**src/rtl/core/b64d_pkg.sv**
```systemverilog
// Shared types, constants and the alphabet lookup for the base64 stream decoder.
// No dependencies; imported by b64d_decode and base64_stream_decoder.
package b64d_pkg;

    // Lookup codes for characters that are not alphabet sextets
    localparam logic [7:0] CODE_INVALID = 8'hFF;
    localparam logic [7:0] CODE_PAD     = 8'hFE;

    // Characters with a special meaning
    localparam logic [7:0] CHAR_PAD = 8'h3D;  // '='
    localparam logic [7:0] CHAR_SP  = 8'h20;  // ' '
    localparam logic [7:0] CHAR_TAB = 8'h09;  // '\t'
    localparam logic [7:0] CHAR_LF  = 8'h0A;  // '\n'
    localparam logic [7:0] CHAR_CR  = 8'h0D;  // '\r'

    // Group positions
    localparam logic [1:0] POS_0 = 2'd0;
    localparam logic [1:0] POS_1 = 2'd1;
    localparam logic [1:0] POS_2 = 2'd2;
    localparam logic [1:0] POS_3 = 2'd3;

    // Result queue sizing: one item writes up to three results
    localparam int MAX_RES  = 3;
    localparam int QDEPTH   = 6;
    localparam int QCNT_W   = $clog2(QDEPTH + 1);

    // Decoder state carried between characters
    typedef struct packed {
        logic [1:0]      pos;
        logic [2:0][5:0] sext;
        logic            third_pad;
        logic            err;
    } dec_state_t;

    // One result beat
    typedef struct packed {
        logic [7:0] data;
        logic       valid;
        logic       done;
        logic       error;
        logic       last;
    } res_t;

    // Map a text byte to its sextet, or to CODE_PAD / CODE_INVALID
    function automatic logic [7:0] sextet_of(input logic [7:0] c);
        logic [7:0] code;
        code = CODE_INVALID;
        if (c >= 8'h41 && c <= 8'h5A)
            code = c - 8'h41;
        else if (c >= 8'h61 && c <= 8'h7A)
            code = c - 8'h61 + 8'd26;
        else if (c >= 8'h30 && c <= 8'h39)
            code = c - 8'h30 + 8'd52;
        else if (c == 8'h2B)
            code = 8'd62;
        else if (c == 8'h2F)
            code = 8'd63;
        else if (c == CHAR_PAD)
            code = CODE_PAD;
        return code;
    endfunction

endpackage

```
**src/rtl/core/b64d_decode.sv**
```systemverilog
// Combinational decode of one input beat against the current group state.
// Depends on b64d_pkg; gives the next state and up to three result beats.
module b64d_decode (
    input  logic [7:0]                       in_char,
    input  logic                             end_of_input,
    input  b64d_pkg::dec_state_t             st,
    output b64d_pkg::dec_state_t             st_next,
    output logic [1:0]                       res_cnt,
    output b64d_pkg::res_t [b64d_pkg::MAX_RES-1:0] res
);
    import b64d_pkg::*;

    logic [7:0] code;
    logic       is_pad;
    logic       is_ws;
    logic       bad;
    logic       err;
    logic [7:0] byte0;
    logic [7:0] byte1;
    logic [7:0] byte2;

    // Byte assembly from held sextets and the incoming one
    assign byte0 = {st.sext[0], st.sext[1][5:4]};
    assign byte1 = {st.sext[1][3:0], st.sext[2][5:2]};
    assign byte2 = {st.sext[2][1:0], code[5:0]};

    assign code   = sextet_of(in_char);
    assign is_pad = (code == CODE_PAD);
    assign is_ws  = (in_char == CHAR_LF) || (in_char == CHAR_CR) ||
                    (in_char == CHAR_SP) || (in_char == CHAR_TAB);
    assign bad    = (code == CODE_INVALID) ||
                    (is_pad && (st.pos == POS_0 || st.pos == POS_1)) ||
                    (st.pos == POS_3 && st.third_pad && !is_pad);

    always_comb
    begin
        st_next = st;
        res_cnt = 2'd0;
        res     = '0;
        err     = st.err;
        if (end_of_input)
        begin
            // Flush the partial group, then close with a status beat
            if (!st.err)
            begin
                unique case (st.pos)
                    POS_1: err = 1'b1;
                    POS_2:
                    begin
                        res[0].data  = byte0;
                        res[0].valid = 1'b1;
                    end
                    POS_3:
                    begin
                        if (st.third_pad)
                            err = 1'b1;
                        else
                        begin
                            res[0].data  = byte0;
                            res[0].valid = 1'b1;
                            res[1].data  = byte1;
                            res[1].valid = 1'b1;
                        end
                    end
                    default: ;
                endcase
            end
            if (res[1].valid)
            begin
                res[2].done  = 1'b1;
                res[2].error = err;
                res[2].last  = 1'b1;
                res_cnt      = 2'd3;
            end
            else if (res[0].valid)
            begin
                res[1].done  = 1'b1;
                res[1].error = err;
                res[1].last  = 1'b1;
                res_cnt      = 2'd2;
            end
            else
            begin
                res[0].done  = 1'b1;
                res[0].error = err;
                res[0].last  = 1'b1;
                res_cnt      = 2'd1;
            end
            st_next = '0;
        end
        else if (!is_ws && !st.err)
        begin
            if (bad)
            begin
                // Latch the error and report it once
                st_next.err  = 1'b1;
                res[0].error = 1'b1;
                res[0].last  = 1'b1;
                res_cnt      = 2'd1;
            end
            else if (st.pos != POS_3)
            begin
                // Hold the sextet and advance the group
                unique case (st.pos)
                    POS_0: st_next.sext[0] = code[5:0];
                    POS_1: st_next.sext[1] = code[5:0];
                    default: st_next.sext[2] = is_pad ? 6'd0 : code[5:0];
                endcase
                st_next.third_pad = st.third_pad | is_pad;
                st_next.pos       = st.pos + 2'd1;
            end
            else
            begin
                // Group complete: emit one to three bytes
                res[0].data  = byte0;
                res[0].valid = 1'b1;
                if (st.third_pad)
                begin
                    res[0].last = 1'b1;
                    res_cnt     = 2'd1;
                end
                else if (is_pad)
                begin
                    res[1].data  = byte1;
                    res[1].valid = 1'b1;
                    res[1].last  = 1'b1;
                    res_cnt      = 2'd2;
                end
                else
                begin
                    res[1].data  = byte1;
                    res[1].valid = 1'b1;
                    res[2].data  = byte2;
                    res[2].valid = 1'b1;
                    res[2].last  = 1'b1;
                    res_cnt      = 2'd3;
                end
                st_next.pos       = POS_0;
                st_next.sext      = '0;
                st_next.third_pad = 1'b0;
            end
        end
    end

endmodule

```
**src/rtl/core/base64_stream_decoder.sv**
```systemverilog
// Top level of the base64 stream decoder: group state, decode and result queue.
// Depends on b64d_pkg and b64d_decode.
//
//   channel | signals                                            | beat
//   --------+----------------------------------------------------+------------------
//   in      | in_valid, in_ready, in_char, end_of_input          | one text char/EOI
//   out     | out_valid, out_ready, out_byte, byte_valid,        | one result
//           | stream_done, decode_error, run_last                |
//
// An input beat is decoded in the cycle it is accepted; its results enter a
// six-entry result queue whose head drives the output ports from registers.
// One character per cycle is taken as long as the queue has room for three
// results after this cycle's pop; a full group of four yields at most three.
// A stalled output holds the input off once more than three results wait.
// Reset clears the group state, the latched error and the queue.
module base64_stream_decoder (
    input  logic       clk,
    input  logic       rst_n,
    input  logic       in_valid,
    output logic       in_ready,
    input  logic [7:0] in_char,
    input  logic       end_of_input,
    output logic       out_valid,
    input  logic       out_ready,
    output logic [7:0] out_byte,
    output logic       byte_valid,
    output logic       stream_done,
    output logic       decode_error,
    output logic       run_last
);
    import b64d_pkg::*;

    dec_state_t               st_reg;
    dec_state_t               st_next;
    dec_state_t               dec_st;
    logic [1:0]               res_cnt;
    res_t [MAX_RES-1:0]       res;
    res_t [QDEPTH-1:0]        q_reg;
    res_t [QDEPTH-1:0]        q_next;
    logic [QCNT_W-1:0]        cnt_reg;
    logic [QCNT_W-1:0]        cnt_next;
    logic [QCNT_W-1:0]        base;
    logic [QCNT_W-1:0]        off;
    logic                     pop;
    logic                     take;

    b64d_decode u_decode (
        .in_char      (in_char),
        .end_of_input (end_of_input),
        .st           (st_reg),
        .st_next      (dec_st),
        .res_cnt      (res_cnt),
        .res          (res)
    );

    // Handshakes
    assign out_valid = (cnt_reg != '0);
    assign pop       = out_valid && out_ready;
    assign base      = cnt_reg - QCNT_W'(pop);
    assign in_ready  = (base <= QCNT_W'(QDEPTH - MAX_RES));
    assign take      = in_valid && in_ready;

    // Advance the group state on an accepted beat
    assign st_next = take ? dec_st : st_reg;

    always_ff @(posedge clk or negedge rst_n)
    begin
        if (!rst_n)
            st_reg <= '0;
        else
            st_reg <= st_next;
    end

    // Drop the head on pop, append new results behind the survivors
    always_comb
    begin
        q_next   = q_reg;
        off      = '0;
        cnt_next = base;
        for (int j = 0; j < QDEPTH; j++)
        begin
            if (pop && j < QDEPTH - 1)
                q_next[j] = q_reg[j + 1];
            off = QCNT_W'(j) - base;
            if (take && QCNT_W'(j) >= base && off < QCNT_W'(res_cnt))
                q_next[j] = res[off[1:0]];
        end
        if (take)
            cnt_next = base + QCNT_W'(res_cnt);
    end

    always_ff @(posedge clk or negedge rst_n)
    begin
        if (!rst_n)
            cnt_reg <= '0;
        else
            cnt_reg <= cnt_next;
    end

    always_ff @(posedge clk)
    begin
        q_reg <= q_next;
    end

    // Drive the output beat from the queue head
    assign out_byte     = q_reg[0].data;
    assign byte_valid   = q_reg[0].valid;
    assign stream_done  = q_reg[0].done;
    assign decode_error = q_reg[0].error;
    assign run_last     = q_reg[0].last;

endmodule
```
**config.mk**
```make
export PLATFORM = sky130hd
export DESIGN_NAME = base64_stream_decoder
export DESIGN_NICKNAME = d
export VERILOG_FILES = /design/src/rtl/core/b64d_pkg.sv /design/src/rtl/core/b64d_decode.sv /design/src/rtl/core/base64_stream_decoder.sv
export SDC_FILE = /design/constraint.sdc
export NUM_CORES = 1
export LEC_CHECK = 0
export ABC_AREA = 1
export CORE_MARGIN = 1.5
export CORE_UTILIZATION = 59
export DETAILED_ROUTE_END_ITERATION = 7
export DONT_BUFFER_PORTS = 1
export PLACE_DENSITY = 0.78
export SLEW_MARGIN = 20
export SYNTH_ARGS = -nofsm -noshare
export SYNTH_HDL_FRONTEND = slang
export SYNTH_HIERARCHICAL = 1
export SYNTH_SLANG_ARGS = --single-unit
export TNS_END_PERCENT = 100
```
**constraint.sdc**
```tcl
create_clock -name clk -period 4 [get_ports clk]
set_input_delay 0.8 -clock clk [delete_from_list [all_inputs] [get_ports clk]]
set_output_delay 0.8 -clock clk [all_outputs]
set_load 0.005 [all_outputs]
```
## Yosys cells after proc, flatten, opt, wreduce, memory -nomap -nowiden

Index checks and enable logic that the tools add are counted.
W data, S select, Z words.

- Flip-flop bits (word level): 97
- Output and inout port bits: 14

- Eq/ne operators: 17
- Order comparisons: 25
- Bitwise logic cells: 1
- $add $sub $neg: 14
- Muxes and demuxes: 88
- Reduce and logical (&&, ||, !) cells: 45

Operators with widths:

| operator | number |
|---|---|
| $mux W12 | 16 |
| $bmux W12 S2 | 6 |
| $mux W9 | 13 |
| $mux W10 | 9 |
| $mux W22 | 2 |
| $mux W21 | 2 |
| $mux W8 | 5 |
| $eq A8 B6 Y1 const B | 4 |
| $eq A8 B4 Y1 const B | 3 |
| $mux W6 | 4 |
| $mux W2 | 11 |
| $logic_and A1 B1 Y1 | 21 |
| $lt A2 B3 Y1 const B | 6 |
| $lt A3 B2 Y1 | 6 |
| $mux W3 | 6 |
| $pmux W9 S2 | 1 |
| $eq A8 B8 Y1 const B | 2 |
| $ge A8 B7 Y1 const B | 2 |
| $le A8 B7 Y1 const B | 2 |
| $sub A8 B7 Y8 const B | 2 |
| $reduce_bool A2 Y1 | 7 |
| $mux W1 | 12 |
| $reduce_and A4 Y1 | 3 |
| $add A8 B5 Y8 const B | 1 |
| other kinds (27) | 44 |

## Depth between registers and ports, before layout

- Depth after elaboration: 17
- Gate-level depth with buffers: 27

## Hierarchy

Netlist, hierarchy kept.

Modules (own cells, without submodules):

| module | area an instance (sq um) | cells an instance | instances |
|---|---|---|---|
| base64_stream_decoder | 5388.9 | 657 | 1 |
| b64d_decode | 2102.0 | 413 | 1 |

## Worst setup path after synthesis

OpenSTA, ideal clock, no wires.

- Path kind: input port to flip-flop
- Start: in in_char[2]
- End: reg q_reg[60] in the netlist's numbering (enable)
- Path buffers: 2
- Required time: 3.601 ns
- Arrival: 4.210 ns
- Path slack: -0.609 ns
- Stages on the path: 21
- Library setup time: 0.399 ns
- Cells stage by stage: clkbuf_2 -> inv_1 -> ha_1 -> nand2_1 -> nand2_1 -> inv_1 -> nand2_1 -> nand2_1 -> nand2_2 -> nand3_1 -> nand3_2 -> nor2_4 -> nand3_4 -> nand2_4 -> nand4_1 -> buf_2 -> nand2_1 -> inv_1 -> ha_1 -> a21oi_2 -> nor3b_1

- Longest elaborated chain between the ends: 16
- Elaborated cells between the ends (all ways): 47

RTL lines:

| element | line | source |
|---|---|---|
| start, declared | base64_stream_decoder.sv:21 | `input logic [7:0] in_char,` |
| branches (longest 12 deep; another with $sub A8 B6 Y8) | n/a |  |
| $mux W2 * | b64d_decode.sv:91 | `else if (!is_ws && !st.err)` |
| $mux W2 * | b64d_decode.sv:41 | `if (end_of_input)` |
| named net res_cnt[1] | base64_stream_decoder.sv:36 | `logic [1:0] res_cnt;` |
| $lt A3 B2 Y1 * | base64_stream_decoder.sv:85 | `if (take && QCNT_W'(j) >= base && off < QCNT_W'(res_cnt))` |
| $logic_and A1 B1 Y1 * | base64_stream_decoder.sv:85 |  |
| end signal, assigned | base64_stream_decoder.sv:102 | `q_reg <= q_next;` |
| end, declared | base64_stream_decoder.sv:38 | `res_t [QDEPTH-1:0] q_reg;` |

Mark *: on every way through the listed nets, which the timed path passes.
A chain may end at the register's enable or synchronous reset.

## Final worst setup path

- Start: in in_char[2]
- End: reg q_reg, in the netlist out_byte[1] (enable)

- Longest elaborated chain between the ends: 17
- Elaborated cells between the ends (all ways): 48

RTL lines:

| element | line |
|---|---|
| branches (longest 12 deep; another with $sub A8 B6 Y8) | n/a |
| $mux W2 * | b64d_decode.sv:91 |
| $mux W2 * | b64d_decode.sv:41 |
| named net res_cnt[1] | base64_stream_decoder.sv:36 |
| $lt A3 B2 Y1 * | base64_stream_decoder.sv:85 |
| $logic_and A1 B1 Y1 * | base64_stream_decoder.sv:85 |
| $reduce_bool A2 Y1 (no line) * | n/a |

Marks and branches as above.

==> results.md <==
Setup path:
- STA classifies the critical path endpoint as a flip-flop.
- The worst setup path is launched from a primary input.
- The critical path is of the in2reg type.
- Of all nets on the critical path, the largest fanout is 13.
- Data on the critical path arrives at its endpoint at 3670 ps.
- The required time at the worst-slack endpoint is 4060 ps.

Power:
- Across the VDD grid, the largest voltage drop is 500 uV.
- The leakage power is 3.89 nW.
- Sequential cells account for 27.5% of the total power.
- The share of total power dissipated in the clock network is 13.5%.
- For this design the total switching power over the nets is 3.49 mW.
- The internal power is 3.46 mW.
- The switching part of the total is 50.2%.
- In this run, the combinational gates consume 59.0% of the power.
- The power per cell area is 872 nW/um2.
- The design draws 6.95 mW.

GRT:
- The aggregate global routing overflow is 0.
- The via count of the first global-routing pass was 5817.
- The first global-routing pass estimated 29.3 mm of wire.
- The maximum number of pins on one net before global-route repair is 65.
- Global routing consumed, over all layers together, 28.1% of the routing resources.
- The initial antenna violation count is 0.

Routing:
- The number of vias after detailed routing is 6528.
- For this block, the initial DRC count from the detailed router was 600.
- The number of nets with antenna violations after detailed routing is 0.
- The average wire per cell in the routed design is 14.6 um.
- After detailed routing, the number of remaining DRC violations is 0.
- The first detailed-routing pass took 8 iterations.
- The routed design has 17.8 mm of wire.
- Using the TritonRoute via totals, the vias-per-cell ratio works out to 5.35.

Timing:
- Headroom to the max-slew limit came out at 64.2%.
- For the pin with the worst max-slew slack, the measured transition is 536 ps.
- In the finished design, the share of the clock period the worst path needs comes to 90.0%.
- Setup violations remaining at the end of the flow were counted as 0.
- The final number of hold-violating endpoints is 0.
- Setup repair after global routing left no endpoint under its margin.
- The clock skew is 7.63 ps.
- Subtracting the final worst setup slack from the clock period gives 3600 ps.
- The post-layout worst setup margin is 398 ps.
- The tightest hold path in the finished design has a slack of 126 ps.
- The max-slew violation count is 0.
- The fmax is 278 MHz.
- Adding up every negative setup slack in the final design gives 0 ps.

Clock network:
- TritonCTS built the clock tree.
- The clock-pin transition on the worst setup and hold timing paths is 80 ps.
- The total of hold buffers inserted after clock tree synthesis is 0.
- The total number of H-tree levels is 3.
- The buffer cell driving the clock tree root is sky130_fd_sc_hd__clkbuf_16.
- The deepest clock path buffer count is 2.
- In this run the post-CTS setup repair buffer count came out at 0.
- In this run, CTS created clock tree buffers numbering 9.
- The count of instances resized after the clock tree is built is 0.
- For the worst-skew pair, the clock arrives at the later sink with an insertion delay of 360 ps.
- The clock sink count is 97.

Synth:
- The cell area after synthesis is 7490 um2.
- The number of distinct library cell variants in the gate-level netlist after synthesis is 44.
- The async set or reset register ratio after synthesis is 25.8%.
- Yosys mapped a number of flops with a built-in enable equal to 72.
- The flop and latch count out of synthesis is 97.
- Synthesis produced 1070 cells.
- The synthesized net count is 1111.
- The count of warnings emitted by yosys is 6.
- The part of the Yosys area used for sequential elements is 37.2%.
- Averaged over all synthesized cells, the footprint is 7.00 um2.
- The most common flop cell mapped by yosys is sky130_fd_sc_hd__edfxtp_1.

Status:
- The run finished with clean final reports.

Placed design:
- Prior to clock tree synthesis, the placed netlist has a worst setup slack of -53.9 ps.
- The placed wire-length estimate after detailed placement is 13.4 mm.
- At the end of routability-driven placement, the weighted congestion stood at 0.959.
- In this run the cell area measured after placement is 7640 um2.
- The count of buffers added on input and output ports is 0.
- Including well taps, the total number of placed cells is 1205.

Cells and area:
- With fillers left out, the area of the finished cells amounts to 7970 um2.
- The number of antenna diodes in the final layout is 0.
- Measured on the finished design, the core utilization comes to 65.3%.
- At the end of the flow, the number of nets in the layout was 1089.
- The post-synthesis to final-layout area growth is 6.38%.
- The number of standard cells in the layout, taps in and fillers out is 1221.
- The share of cells above drive strength 1 is 9.50%.
- The register with the most flip-flops in the layout has 60 of them.

Floorplan:
- 27 I/O pins were placed.
- The die height is 116 um.
- The number of rows in the core area is 40.
- The initial utilization of the core area, before any placement, comes to 61.3%.
- The die is 116 um wide.
- After floorplanning, the core was sized to cover 12200 um2.
- The die area is 13400 um2.

Run:
- Across the run, the number of max-cap violations was 0.

Hold path:
- In this run the worst hold path is classified as in2async.
-- kinds of logic (layout without fill, tap and decap cells) --
group	count (synthesis)	after routing	synth area share, %
AOI/OAI and AO/OA	132	132	9.17
xor gates and xnor gates	9	9	1.05
adders and majority gates	28	28	4.78
buffers and inverters	185	168	11.1
DFF	97	97	37.2
and+or+nand+nor	619	619	36.7
-- area by class of cell --
cell class,count,area (um2)
clock buffer,9,225
fill,1113,4240
tap,168,210
inverter,122,460
multi-input combinational,788,3940
timing repair buffer,30,250
clock inverter,7,97.6
sequential,97,2790
-- path summary, 6_finish.rpt --
kind | start | endpoint | slack (ps) | depth (start not counted)
worst min register to register | st_reg[5] | st_reg[5] | 480 | 2
max in group asynchronous | rst_n | st_reg[10] | 3790 | 0
worst max register to register | cnt_reg[2] | out_byte[1] | 530 | 15
worst max-delay path | in_char[2] | out_byte[1] | 400 | 21
min in group clk | st_reg[5] | st_reg[5] | 480 | 2
worst min-delay path | rst_n | cnt_reg[2] | 130 | 0
-- layer usage --
metal | routed length (um) | global-route usage (%)
met1 | 8190 | 39.5
met5 | 0 | 0
met4 | 251 | 7.15
met2 | 8340 | 46.0
met3 | 997 | 4.08
-- placed cells by master, fill, tap and decap left out, drive strengths merged, types with 13 or more instances in the layout --
| master | synthesis | layout |
|---|---|---|
| o21ai | 78 | 78 |
| edfxtp | 72 | 72 |
| nand2 | 414 | 414 |
| inv | 119 | 122 |
| dfrtp | 25 | 25 |
| a31oi | 13 | 13 |
| nand4 | 33 | 33 |
| nor2 | 75 | 75 |
| ha | 27 | 27 |
| buf | 47 | 30 |
| nand3 | 88 | 88 |
| a21oi | 38 | 38 |
-- power groups by stage --
stage | clock network, mW | logic, mW | registers (mW)
final | 0.938 | 4.10 | 1.91
after global routing | 0.989 | 4.58 | 1.96
after CTS | 0.947 | 4.02 | 1.91
after floorplan | 0 | 3.21 | 1.87
after global placement | 0 | 3.93 | 1.91
after detailed placement | 0 | 4.00 | 1.93
-- critical path, cell delays in order --
cell and delay, ps:
sky130_fd_sc_hd__inv_2 70, sky130_fd_sc_hd__ha_1 300, sky130_fd_sc_hd__nand2_1 90, sky130_fd_sc_hd__nand2_1 60
sky130_fd_sc_hd__nand2_1 40, sky130_fd_sc_hd__nand2_1 150, sky130_fd_sc_hd__inv_2 70, sky130_fd_sc_hd__nor2_1 120
sky130_fd_sc_hd__nand3_1 80, sky130_fd_sc_hd__nand2_1 220, sky130_fd_sc_hd__nand3_4 120, sky130_fd_sc_hd__nand2_4 130
sky130_fd_sc_hd__nand4_1 150, sky130_fd_sc_hd__nand2_2 140, sky130_fd_sc_hd__inv_1 120, sky130_fd_sc_hd__ha_1 340
sky130_fd_sc_hd__nand3b_1 100, sky130_fd_sc_hd__nand2_1 50, sky130_fd_sc_hd__inv_1 100, sky130_fd_sc_hd__nand3_4 200
sky130_fd_sc_hd__nand2_8 190
-- cell usage after synthesis (2+ instances only) --
library cell	number	area, um2
sky130_fd_sc_hd__nand2_1	403	1510
sky130_fd_sc_hd__nand4_1	31	194
sky130_fd_sc_hd__inv_2	6	22.5
sky130_fd_sc_hd__xor2_1	7	61.3
sky130_fd_sc_hd__clkbuf_1	15	56.3
sky130_fd_sc_hd__a21oi_1	37	185
sky130_fd_sc_hd__buf_4	17	128
sky130_fd_sc_hd__ha_1	27	338
sky130_fd_sc_hd__o21ai_0	52	260
sky130_fd_sc_hd__inv_1	112	420
sky130_fd_sc_hd__nand3_2	6	60.1
sky130_fd_sc_hd__a31oi_1	13	81.3
sky130_fd_sc_hd__buf_6	6	67.6
sky130_fd_sc_hd__nor2_4	4	45.0
sky130_fd_sc_hd__edfxtp_1	72	2160
sky130_fd_sc_hd__nor3_1	3	15.0
sky130_fd_sc_hd__buf_1	4	15.0
sky130_fd_sc_hd__nand2_2	8	50.1
sky130_fd_sc_hd__dfrtp_1	25	626
sky130_fd_sc_hd__o21ai_1	26	130
sky130_fd_sc_hd__nand3_1	78	390
sky130_fd_sc_hd__nor2_2	4	25.0
sky130_fd_sc_hd__buf_2	20	100
sky130_fd_sc_hd__nand2_4	3	33.8
sky130_fd_sc_hd__clkinv_1	3	11.3
sky130_fd_sc_hd__nor2_1	66	248
sky130_fd_sc_hd__nand3_4	4	70.1
sky130_fd_sc_hd__xnor2_1	2	17.5
(Power assumes the default switching activity.)
